File: src/rtl/core/qtpg_pkg.sv
// Package for the trot phase generator: payload structs, register indexes,
// widths and fixed constants. No dependencies.
package qtpg_pkg;

  localparam int PHASE_BITS_DEF = 16;
  localparam int STEP_W         = 10;
  localparam int SWING_W        = 12;
  localparam int STANCE_W       = 20;
  localparam int OUT_W          = 16;
  localparam int CFG_IDX_W      = 2;
  localparam int CFG_DATA_W     = 12;

  localparam logic [CFG_IDX_W-1:0] REG_STEP_LENGTH  = 2'd0;
  localparam logic [CFG_IDX_W-1:0] REG_SWING_PERIOD = 2'd1;

  localparam logic [STEP_W-1:0]   STEP_RESET   = 10'd100;
  localparam logic [SWING_W-1:0]  SWING_RESET  = 12'd250;
  localparam logic [STANCE_W-1:0] STANCE_SCALE = 20'd1000;
  localparam logic [STANCE_W-1:0] STANCE_MAX   = 20'hFFFFF;
  localparam logic [OUT_W-1:0]    OUT_MAX      = 16'hFFFF;

  typedef struct packed {
    logic [31:0] now_ms;
    logic [15:0] speed_mm_s;
  } in_t;

  typedef struct packed {
    logic [OUT_W-1:0] stance_leg0;
    logic [OUT_W-1:0] stance_leg1;
    logic [OUT_W-1:0] stance_leg2;
    logic [OUT_W-1:0] stance_leg3;
    logic [OUT_W-1:0] swing_leg0;
    logic [OUT_W-1:0] swing_leg1;
    logic [OUT_W-1:0] swing_leg2;
    logic [OUT_W-1:0] swing_leg3;
  } out_t;

  // Status of the shared divider as seen by the sequencer
  typedef struct packed {
    logic busy;
    logic done;
  } div_stat_t;

endpackage

File: src/rtl/core/qtpg_div.sv
// Shared restoring divider for the trot phase generator, one quotient bit
// per cycle. Depends on qtpg_pkg for the status struct.
module qtpg_div #(
  parameter int NUM_W = 36,
  parameter int DEN_W = 20
) (
  input  logic                    clk,
  input  logic                    rst,
  input  logic                    start,
  input  logic [NUM_W-1:0]        num,
  input  logic [DEN_W-1:0]        den,
  output qtpg_pkg::div_stat_t     stat,
  output logic [NUM_W-1:0]        quo
);

  localparam int CNT_W = $clog2(NUM_W + 1);

  logic [NUM_W-1:0] q;
  logic [DEN_W-1:0] rem;
  logic [DEN_W-1:0] dvs;
  logic [CNT_W-1:0] cnt;
  logic             busy;
  logic             done;
  logic [DEN_W:0]   trial;
  logic [DEN_W:0]   diff;
  logic             ge;

  assign trial = {rem, q[NUM_W-1]};
  assign diff  = trial - {1'b0, dvs};
  assign ge    = trial >= {1'b0, dvs};

  always_ff @(posedge clk) begin
    if (rst) begin
      busy <= 1'b0;
      done <= 1'b0;
      cnt  <= '0;
    end else begin
      done <= 1'b0;
      if (start) begin
        busy <= 1'b1;
        cnt  <= CNT_W'(NUM_W);
      end else if (busy) begin
        cnt <= cnt - 1'b1;
        if (cnt == CNT_W'(1)) begin
          busy <= 1'b0;
          done <= 1'b1;
        end
      end
    end
  end

  // Shift the dividend out and the quotient in; remainder stays below divisor
  always_ff @(posedge clk) begin
    if (start) begin
      q   <= num;
      rem <= '0;
      dvs <= den;
    end else if (busy) begin
      rem <= ge ? diff[DEN_W-1:0] : trial[DEN_W-1:0];
      q   <= {q[NUM_W-2:0], ge};
    end
  end

  assign stat.busy = busy;
  assign stat.done = done;
  assign quo       = q;

endmodule

File: src/rtl/core/quadruped_trot_phase_generator.sv
// Top level of the trot phase generator: sequencer, gait state and result
// register around one shared divider. Depends on qtpg_pkg and qtpg_div.
//
// Usage: in_data carries a time sample (now_ms, speed_mm_s) on a valid/ready
// channel; out_data returns one result transaction per input transaction with
// the stance and swing phases of all four legs. The cfg channel writes
// step_length_mm (index 0) or swing_period_ms (index 1); other indexes are
// ignored and cfg_ready is always high. Write configuration only while idle.
// A zero speed skips the divider and gives an all-zero result. Otherwise one
// divider pass computes the stance period and at most one pass per leg pair
// computes the phase, each pass yielding STANCE_W + PHASE_BITS quotient bits.
// The block takes one transaction at a time; in_ready is high only when the
// sequencer is idle. A finished result waits in the output register while
// out_ready is low, and the next input may be accepted meanwhile; its result
// is held back until the waiting one is taken.
// Reset loads the register defaults (100 mm, 250 ms), clears the stride
// reference and the started flag, and empties the output register.
module quadruped_trot_phase_generator #(
  parameter int PHASE_BITS = qtpg_pkg::PHASE_BITS_DEF
) (
  input  logic                                clk,
  input  logic                                rst,
  input  logic                                in_valid,
  output logic                                in_ready,
  input  qtpg_pkg::in_t                       in_data,
  output logic                                out_valid,
  input  logic                                out_ready,
  output qtpg_pkg::out_t                      out_data,
  input  logic                                cfg_valid,
  output logic                                cfg_ready,
  input  logic [qtpg_pkg::CFG_IDX_W-1:0]      cfg_index,
  input  logic [qtpg_pkg::CFG_DATA_W-1:0]     cfg_data
);

  localparam int SW    = qtpg_pkg::STANCE_W;
  localparam int OW    = qtpg_pkg::OUT_W;
  localparam int NUM_W = SW + PHASE_BITS;
  localparam int DEN_W = SW;
  localparam int CW    = SW + 3;

  localparam logic [2:0] S_IDLE   = 3'd0;
  localparam logic [2:0] S_STANCE = 3'd1;
  localparam logic [2:0] S_TIME   = 3'd2;
  localparam logic [2:0] S_LEG    = 3'd3;
  localparam logic [2:0] S_LWAIT  = 3'd4;
  localparam logic [2:0] S_DONE   = 3'd5;

  logic [2:0]                      state;
  logic [qtpg_pkg::STEP_W-1:0]     step_len;
  logic [qtpg_pkg::SWING_W-1:0]    swing;
  logic [31:0]                     stride_start;
  logic                            gait_started;
  logic [31:0]                     now;
  logic [SW-1:0]                   stance;
  logic [SW:0]                     stride;
  logic [SW:0]                     elapsed;
  logic                            leg;
  logic                            to_swing;
  logic [OW-1:0]                   st_a, sw_a, st_b, sw_b;

  logic                            div_start;
  logic [NUM_W-1:0]                div_num;
  logic [DEN_W-1:0]                div_den;
  qtpg_pkg::div_stat_t             div_stat;
  logic [NUM_W-1:0]                div_quo;

  logic                            in_acc;
  logic                            out_load;
  logic [SW-1:0]                   prod;
  logic [SW-1:0]                   stance_q;
  logic [OW-1:0]                   phase_q;
  logic [SW-1:0]                   stride_half;
  logic [31:0]                     ref_ms;
  logic [31:0]                     el_full;
  logic signed [CW-1:0]            cs, sum_sw, diff_st;
  logic                            is_st, is_swn, is_swp;
  logic [SW-1:0]                   num_c;

  assign in_ready  = state == S_IDLE;
  assign in_acc    = in_valid && in_ready;
  assign cfg_ready = 1'b1;
  assign out_load  = state == S_DONE && (!out_valid || out_ready);

  assign prod = SW'(step_len) * qtpg_pkg::STANCE_SCALE;

  assign stance_q = (|div_quo[NUM_W-1:SW]) ? qtpg_pkg::STANCE_MAX : div_quo[SW-1:0];
  assign phase_q  = (|div_quo[NUM_W-1:OW]) ? qtpg_pkg::OUT_MAX : div_quo[OW-1:0];

  assign stride_half = stride[SW:1];
  assign ref_ms      = gait_started ? stride_start : now;
  assign el_full     = now - ref_ms;

  // Leg clock: legs 1 and 2 run half a stride behind legs 0 and 3
  assign cs = leg ? $signed(CW'(elapsed)) - $signed(CW'(stride_half))
                  : $signed(CW'(elapsed));
  assign sum_sw  = cs + $signed(CW'(swing));
  assign diff_st = cs - $signed(CW'(stance));
  assign is_st   = cs > 0 && cs < $signed(CW'(stance));
  assign is_swn  = cs < 0 && sum_sw > 0;
  assign is_swp  = cs > $signed(CW'(stance)) && cs < $signed(CW'(stride));
  assign num_c   = is_st ? cs[SW-1:0] : (is_swn ? sum_sw[SW-1:0] : diff_st[SW-1:0]);

  always_comb begin
    div_start = 1'b0;
    div_num   = NUM_W'(prod);
    div_den   = DEN_W'(in_data.speed_mm_s);
    case (state)
      S_IDLE: begin
        div_start = in_acc && in_data.speed_mm_s != '0;
      end
      S_LEG: begin
        div_start = is_st || is_swn || is_swp;
        div_num   = {num_c, {PHASE_BITS{1'b0}}};
        div_den   = is_st ? stance : DEN_W'(swing);
      end
      default: begin
        div_start = 1'b0;
      end
    endcase
  end

  qtpg_div #(
    .NUM_W (NUM_W),
    .DEN_W (DEN_W)
  ) u_div (
    .clk   (clk),
    .rst   (rst),
    .start (div_start),
    .num   (div_num),
    .den   (div_den),
    .stat  (div_stat),
    .quo   (div_quo)
  );

  always_ff @(posedge clk) begin
    if (rst) begin
      step_len <= qtpg_pkg::STEP_RESET;
      swing    <= qtpg_pkg::SWING_RESET;
    end else if (cfg_valid && cfg_ready) begin
      if (cfg_index == qtpg_pkg::REG_STEP_LENGTH) begin
        step_len <= cfg_data[qtpg_pkg::STEP_W-1:0];
      end else if (cfg_index == qtpg_pkg::REG_SWING_PERIOD) begin
        swing <= cfg_data[qtpg_pkg::SWING_W-1:0];
      end
    end
  end

  // Sequencer and gait state
  always_ff @(posedge clk) begin
    if (rst) begin
      state        <= S_IDLE;
      stride_start <= '0;
      gait_started <= 1'b0;
      out_valid    <= 1'b0;
    end else begin
      if (out_valid && out_ready && !out_load) begin
        out_valid <= 1'b0;
      end
      case (state)
        S_IDLE: begin
          if (in_acc) begin
            state <= (in_data.speed_mm_s == '0) ? S_DONE : S_STANCE;
          end
        end
        S_STANCE: begin
          if (div_stat.done) begin
            state <= S_TIME;
          end
        end
        S_TIME: begin
          gait_started <= 1'b1;
          stride_start <= (el_full > 32'(stride)) ? now : ref_ms;
          state        <= S_LEG;
        end
        S_LEG: begin
          state <= div_start ? S_LWAIT : (leg ? S_DONE : S_LEG);
        end
        S_LWAIT: begin
          if (div_stat.done) begin
            state <= leg ? S_DONE : S_LEG;
          end
        end
        S_DONE: begin
          if (out_load) begin
            out_valid <= 1'b1;
            state     <= S_IDLE;
          end
        end
        default: begin
          state <= S_IDLE;
        end
      endcase
    end
  end

  // Datapath registers
  always_ff @(posedge clk) begin
    case (state)
      S_IDLE: begin
        if (in_acc) begin
          now  <= in_data.now_ms;
          leg  <= 1'b0;
          st_a <= '0;
          sw_a <= '0;
          st_b <= '0;
          sw_b <= '0;
        end
      end
      S_STANCE: begin
        if (div_stat.done) begin
          stance <= stance_q;
          stride <= (SW + 1)'(stance_q) + (SW + 1)'(swing);
        end
      end
      S_TIME: begin
        elapsed <= (el_full > 32'(stride)) ? '0 : el_full[SW:0];
      end
      S_LEG: begin
        to_swing <= !is_st;
        if (!div_start) begin
          leg <= 1'b1;
        end
      end
      S_LWAIT: begin
        if (div_stat.done) begin
          leg <= 1'b1;
          if (!leg) begin
            if (to_swing) sw_a <= phase_q;
            else st_a <= phase_q;
          end else begin
            if (to_swing) sw_b <= phase_q;
            else st_b <= phase_q;
          end
        end
      end
      S_DONE: begin
        if (out_load) begin
          out_data.stance_leg0 <= st_a;
          out_data.stance_leg3 <= st_a;
          out_data.swing_leg0  <= sw_a;
          out_data.swing_leg3  <= sw_a;
          out_data.stance_leg1 <= st_b;
          out_data.stance_leg2 <= st_b;
          out_data.swing_leg1  <= sw_b;
          out_data.swing_leg2  <= sw_b;
        end
      end
      default: begin
        leg <= leg;
      end
    endcase
  end

  a_div_idle_start: assert property (@(posedge clk) disable iff (rst)
    div_start |-> !div_stat.busy)
    else $error("divider started while busy");

  a_leg_exclusive: assert property (@(posedge clk) disable iff (rst)
    out_load |-> !(st_a != '0 && sw_a != '0) && !(st_b != '0 && sw_b != '0))
    else $error("leg in stance and swing at once");

  a_elapsed_bound: assert property (@(posedge clk) disable iff (rst)
    state == S_LEG |-> elapsed <= stride)
    else $error("elapsed time beyond stride");

  a_started_holds: assert property (@(posedge clk) disable iff (rst)
    !$past(rst) |-> !$fell(gait_started))
    else $error("gait started flag dropped");

endmodule

File: config.mk
export PLATFORM = sky130hd
export DESIGN_NAME = quadruped_trot_phase_generator
export DESIGN_NICKNAME = d
export VERILOG_FILES = /design/src/rtl/core/qtpg_pkg.sv /design/src/rtl/core/qtpg_div.sv /design/src/rtl/core/quadruped_trot_phase_generator.sv
export SDC_FILE = /design/constraint.sdc
export NUM_CORES = 1
export LEC_CHECK = 0
export ABC_AREA = 1
export BUFFER_PORTS_ARGS = -buffer_cell sky130_fd_sc_hd__buf_2
export CAP_MARGIN = 10
export CORE_MARGIN = 2
export CORE_UTILIZATION = 50
export DETAILED_ROUTE_END_ITERATION = 8
export MAX_ROUTING_LAYER = met4
export PLACE_DENSITY = 0.79
export SLEW_MARGIN = 20
export SYNTH_ARGS = -nofsm -noshare
export SYNTH_HDL_FRONTEND = slang
export SYNTH_SLANG_ARGS = --single-unit
export TNS_END_PERCENT = 20
File: constraint.sdc
create_clock -name clk -period 5.94 [get_ports clk]
set_clock_uncertainty 0.05 [all_clocks]
set_input_delay 1.188 -clock clk [delete_from_list [all_inputs] [get_ports clk]]
set_output_delay 1.188 -clock clk [all_outputs]
set_load 0.01 [all_outputs]
# Word-level counts from Yosys, hierarchy flattened
# Cells that the tools add are included.
[totals]
in_bits = 67
wordCells = 149
output_inout_bits = 131
ff_bits = 367
[op_classes]
bitwise = 2
magnitude_cmp = 8
n_addsub = 7
mul = 1
muxes = 50
n_reduce_logical = 37
eq_ne = 16
[ops]
columns = ["operator", "n"]
rows = [
  ["16-bit 2-to-1 mux", 14],
  ["16-bit case mux with 2 select lines", 4],
  ["36-bit 2-to-1 mux", 3],
  ["20-bit 2-to-1 mux", 4],
  ["32-bit 2-to-1 mux", 2],
  ["23-bit by 1-bit greater-than comparator with 1-bit output (second input constant)", 2],
  ["20-bit subtractor", 2],
  ["32-bit by 21-bit greater-than comparator with 1-bit output", 1],
  ["32-bit subtractor", 1],
  ["23-bit by 13-bit adder with 23-bit output", 1],
  ["23-bit by 21-bit greater-than comparator with 1-bit output", 1],
  ["23-bit by 1-bit < comparator with 1-bit output (second input constant)", 1],
  ["23-bit by 21-bit < comparator with 1-bit output", 1],
  ["23-bit by 22-bit < comparator with 1-bit output", 1],
  ["23-bit 2-to-1 mux", 1],
  ["21-bit by 20-bit subtractor with 22-bit output", 1],
  ["20-bit by 12-bit adder with 21-bit output", 1],
  ["21-bit by 20-bit >= comparator with 1-bit output", 1],
  ["3-bit 2-to-1 mux", 7],
  ["5-bit AND reduction", 4],
  ["20-bit OR reduction", 1],
  ["3-bit case mux with 6 select lines", 1],
  ["10-bit by 7-bit multiplier with 17-bit output (second input constant)", 1],
  ["16-bit zero test", 1],
  ["27 further kinds", 64],
]

# Longest topological paths before layout
[logic_depth]
ltp_word = 10
mapped_depth = 35
mapped_depth_nobuf = 35

# By module
# A second synthesis with hierarchy kept.
[hier_totals]
cells_unflattened = 3066
area_unflattened_um2 = 25096.6
[modules_own_cells]
columns = ["mod", "area_each_um2", "cells_each", "n_inst", "seq_area_each_um2"]
rows = [
  ["quadruped_trot_phase_generator", 20153.1, 2424, 1, 7907.6],
  ["qtpg_div", 4943.5, 642, 1, 2242.2],
]

# Worst setup path before layout
# Ideal clock, no wire load.
[synth_timing]
kind = "input -> register"
startpoint = "input port out_ready"
endpoint = "register out_data[0] in the netlist's numbering (enable)"
t_required_ns = 5.383
path_stages = 2
setup_ns = 0.507
arrival_ns = 4.372
path_slack_ns = 1.011
path_buffers = 0
cell_sequence = "inv_1 -> a21oi_1"
[synth_between]
elab_chain_len = 3
[synth_rtl]
columns = ["element", "line", "text"]
rows = [
  ["from (decl)", "quadruped_trot_phase_generator.sv:27", "input logic out_ready,"],
  ["1-bit logical OR", "quadruped_trot_phase_generator.sv:82", "assign out_load = state == S_DONE && (!out_valid || out_ready);"],
  ["1-bit logical AND", "quadruped_trot_phase_generator.sv:82", ""],
  ["2-bit AND reduction (no source line)", "--", ""],
  ["to (decl)", "quadruped_trot_phase_generator.sv:28", "output qtpg_pkg::out_t out_data,"],
]
# Every way passes these cells.
# A chain may end at the register's enable or synchronous reset.

# Worst setup path after layout
[layout_timing]
startpoint = "register stride[3]"
endpoint = "register u_div.q[6] (netlist: u_div.quo[6]) (data pin)"
[layout_between]
elab_chain_len = 9
elab_cells_between_ends = 16
cone_classes = "2 x add/sub; 6 x order compare; 3 x mux; 5 x reduce/logical"
[layout_rtl]
columns = ["element", "line", "text"]
rows = [
  ["from (decl)", "quadruped_trot_phase_generator.sv:55", "logic [SW:0] stride;"],
  ["from (signal assigned)", "quadruped_trot_phase_generator.sv:212", "stride <= (SW + 1)'(stance_q) + (SW + 1)'(swing);"],
  ["21-bit by 20-bit subtractor with 22-bit output", "quadruped_trot_phase_generator.sv:94", "assign cs = leg ? $signed(CW'(elapsed)) - $signed(CW'(stride_half))"],
  ["23-bit 2-to-1 mux", "quadruped_trot_phase_generator.sv:94", ""],
  ["23-bit by 13-bit adder with 23-bit output", "quadruped_trot_phase_generator.sv:96", "assign sum_sw = cs + $signed(CW'(swing));"],
  ["23-bit by 1-bit greater-than comparator with 1-bit output", "quadruped_trot_phase_generator.sv:99", "assign is_swn = cs < 0 && sum_sw > 0;"],
  ["1-bit logical AND", "quadruped_trot_phase_generator.sv:99", ""],
  ["1-bit logical OR", "quadruped_trot_phase_generator.sv:112", "div_start = is_st || is_swn || is_swp;"],
  ["1-bit logical OR *", "quadruped_trot_phase_generator.sv:112", ""],
  ["1-bit case mux with 2 select lines *", "quadruped_trot_phase_generator.sv:107", "case (state)"],
  ["36-bit 2-to-1 mux *", "qtpg_div.sv:54", "if (start) begin"],
  ["to (signal assigned)", "qtpg_div.sv:55", "q <= num;"],
  ["to (signal assigned)", "qtpg_div.sv:60", "q <= {q[NUM_W-2:0], ge};"],
  ["to (decl)", "qtpg_div.sv:18", "logic [NUM_W-1:0] q;"],
]
# Mark *: on every way between the ends. The rest lies on a longest branch, timed or not.

==> qor.csv <==
metric,value,unit
outcome,"complete, no violations",
Synth cell types,60,
row cnt,80,
PostCTS Resize Cnt,0,
fill count,4253,
post-route minimum period,5.35,ns
Setup CP Type,reg2reg,
final instance area,26900,µm²
Nets,3271,
CTS Buf Count,40,
Critical Path RT,6.20,ns
Starting Density,50.7,%
die width,224,µm
placed cell areas,25500,µm²
post-DP HPWL,47500,µm
vias in the first global route,19000,
clk buf depth,3,
startpoint types,flip-flop,
Ant. Diodes,0,
largest net degree at the start of global routing,65,
CTS tree,done,
"IR drop worst, VDD",0.000304,V
sequential-to-total area share from yosys stat,41.8,%
"Data arrival, critical path",5.61,ns
post-DR vias/cell,5.52,
Worst-Margin Slew,1.10,ns
Most common cell on crit path,nand2_1,
cell count after synthesis,2834,
"FFs w/ async S/R, synth",0,%
Routed Antenna Nets,0,
first-pass GRT wire length,99300,µm
WL per Instance,17.3,µm
Post-synth EDFFs,280,
Clock Tree Root,clkbuf_16,
total gr overflow,0,
synthesis-to-layout area growth,10.7,%
most frequent cells in the layout,"nand2_1 (563), inv_1 (393), edfxtp_1 (280), a21oi_1 (228), ha_1 (200)",
min-delay worst type,reg2reg,
"Clk Latency, worst-skew pair",0.59,ns
fmax,187,MHz
gp weighted congestion,0.966,
DIE AREA,50300,µm²
crit end category,flip-flop,
Slew HR,25.9,%
post-synthesis average cell area,8.57,µm²
Fin Hold WS,0.366,ns
All-Layer GR Usage,25.7,%
detailed-route DRC error count,0,
DR vias,20000,
setup_tns,0,ns
max_cap viols,0,
clock slew at reported path FFs,0.06,ns
Worst path max stage delay,0.44,ns
Fin. Hold Viols,0,
Synth Warn #,0,
RSZ-0062 raised after global routing,false,
layout cell share with drive strength beyond 1,12.7,%
"commonest non-fill, non-tap cell in the layout",nand2_1,
final critical-path share of the clock period,90.0,%
clock sinks,367,
"Cell Area, Synth",24300,µm²
CTS H-tree depth,2,
Crit-path slowest cell,buf_4,
Die Span Y,224,µm
DRT Pass-1 Iters,5,
ys flop type,edfxtp_1,
"FF+latch count, synth",367,
initial antenna violation count,0,
CP Max Fanout,45,
core box area,47800,µm²
Post-Syn Nets,3137,
"Setup violations, final",0,
IO Pins,198,
setup bufs post-CTS,0,
Iter 0 DRT Violations,1632,
WL final,62600,µm
Power Density,411,nW/µm²
Leakage,12.0,nW
final core utilization,56.1,%
IO Port Bufs,196,
final slew viol count,0,
# hold bufs at CTS,0,
==> cells by family after synthesis <==
| group | after synthesis | share of synthesized area, % |
|---|---|---|
| other | 1 | 0.0154 |
| adder cells (fa/ha/maj) | 236 | 13.3 |
| AND/OR/NAND/NOR | 1072 | 19.4 |
| buffers and inverters | 535 | 9.66 |
| XOR/XNOR | 94 | 3.45 |
| flip-flops | 367 | 41.8 |
| AO/OA/AOI/OAI | 529 | 12.4 |
==> area by class of cell <==
class | instances | area [µm²] | share of cell area [%]
well taps | 615 | 769 | 2.86
clock buffers | 54 | 1130 | 4.22
multi-input cells | 1932 | 11800 | 44.0
flip-flops and latches | 367 | 10100 | 37.8
repair buffers | 228 | 1230 | 4.59
inverters | 399 | 1500 | 5.58
clock inverters | 20 | 245 | 0.913
==> cell usage after synthesis, types with 15 or more instances <==
cell      number  share of area [%]
ha_1         200                 10
nand4_1       69                1.8
nand2_1      563                8.7
edfxtp_1     280                 35
nor2_1       180                2.8
or2_2         15               0.39
nor3_1        32               0.66
a21oi_2       18               0.65
clkbuf_1      41               0.63
o211ai_1      32               0.99
inv_1        393                6.1
buf_4         70                2.2
o21ai_1       15               0.31
nand3_1      154                3.2
a21oi_1      229                4.7
fa_1          36                3.0
xor2_1        53                1.9
xnor2_1       39                1.4
o21ai_0      166                3.4
dfxtp_1       87                7.2
==> critical path: cells and delay by family, from the launching register on <==
| family | cells | cell delay, ns |
|---|---|---|
| DFF | 1 | 0.33 |
| buffers and inverters | 7 | 0.90 |
| AOI/OAI and AO/OA | 5 | 0.69 |
| adders and majority gates | 2 | 0.80 |
| and+or+nand+nor | 17 | 2.25 |
==> where the power goes <==
group	leakage [nW]	switching (mW)	internal, mW
sequential	3.46	0.221	3.39
clock	0.673	1.08	1.49
combinational	7.91	3.23	1.63
==> layer usage <==
metal / global-route usage (%) / wire length [µm]
met4: 10.3 / 2480
met1: 31.7 / 26100
met2: 43.1 / 30400
met5: - / 0
met3: 2.94 / 3740
==> metrics by stage <==
step | total power [mW] | cells | worst slack, ns
floorplan | 7.14 | 2834 | 1.01
detailed placement | 8.42 | 3541 | 0.649
global placement | 8.34 | 3541 | 0.731
global route | 11.8 | 3615 | 0.0442
CTS | 11.0 | 3615 | 0.651
finish | 11.0 | 3615 | 0.591
==> state kept, by name, summed over array words and instances (netlist names), 20 cells and up <==
signal	flops
now	32
stride	21
stance	20
u_div.dvs	20
u_div.quo	36
stride_start	32
out_data	64
elapsed	21
u_div.rem	20
==> path summary, 6_finish.rpt <==
kind                            startpoint            to  slack, ns  cells past startpoint
worst min register to register     st_a[3]  out_data[67]       0.37                      0
worst max-delay path             stride[3]  u_div.quo[6]       0.59                     31
worst min-delay path               st_a[3]  out_data[67]       0.37                      0
worst max register to register   stride[3]  u_div.quo[6]       0.59                     31
Note: power is estimated with default switching activity, not from simulation.
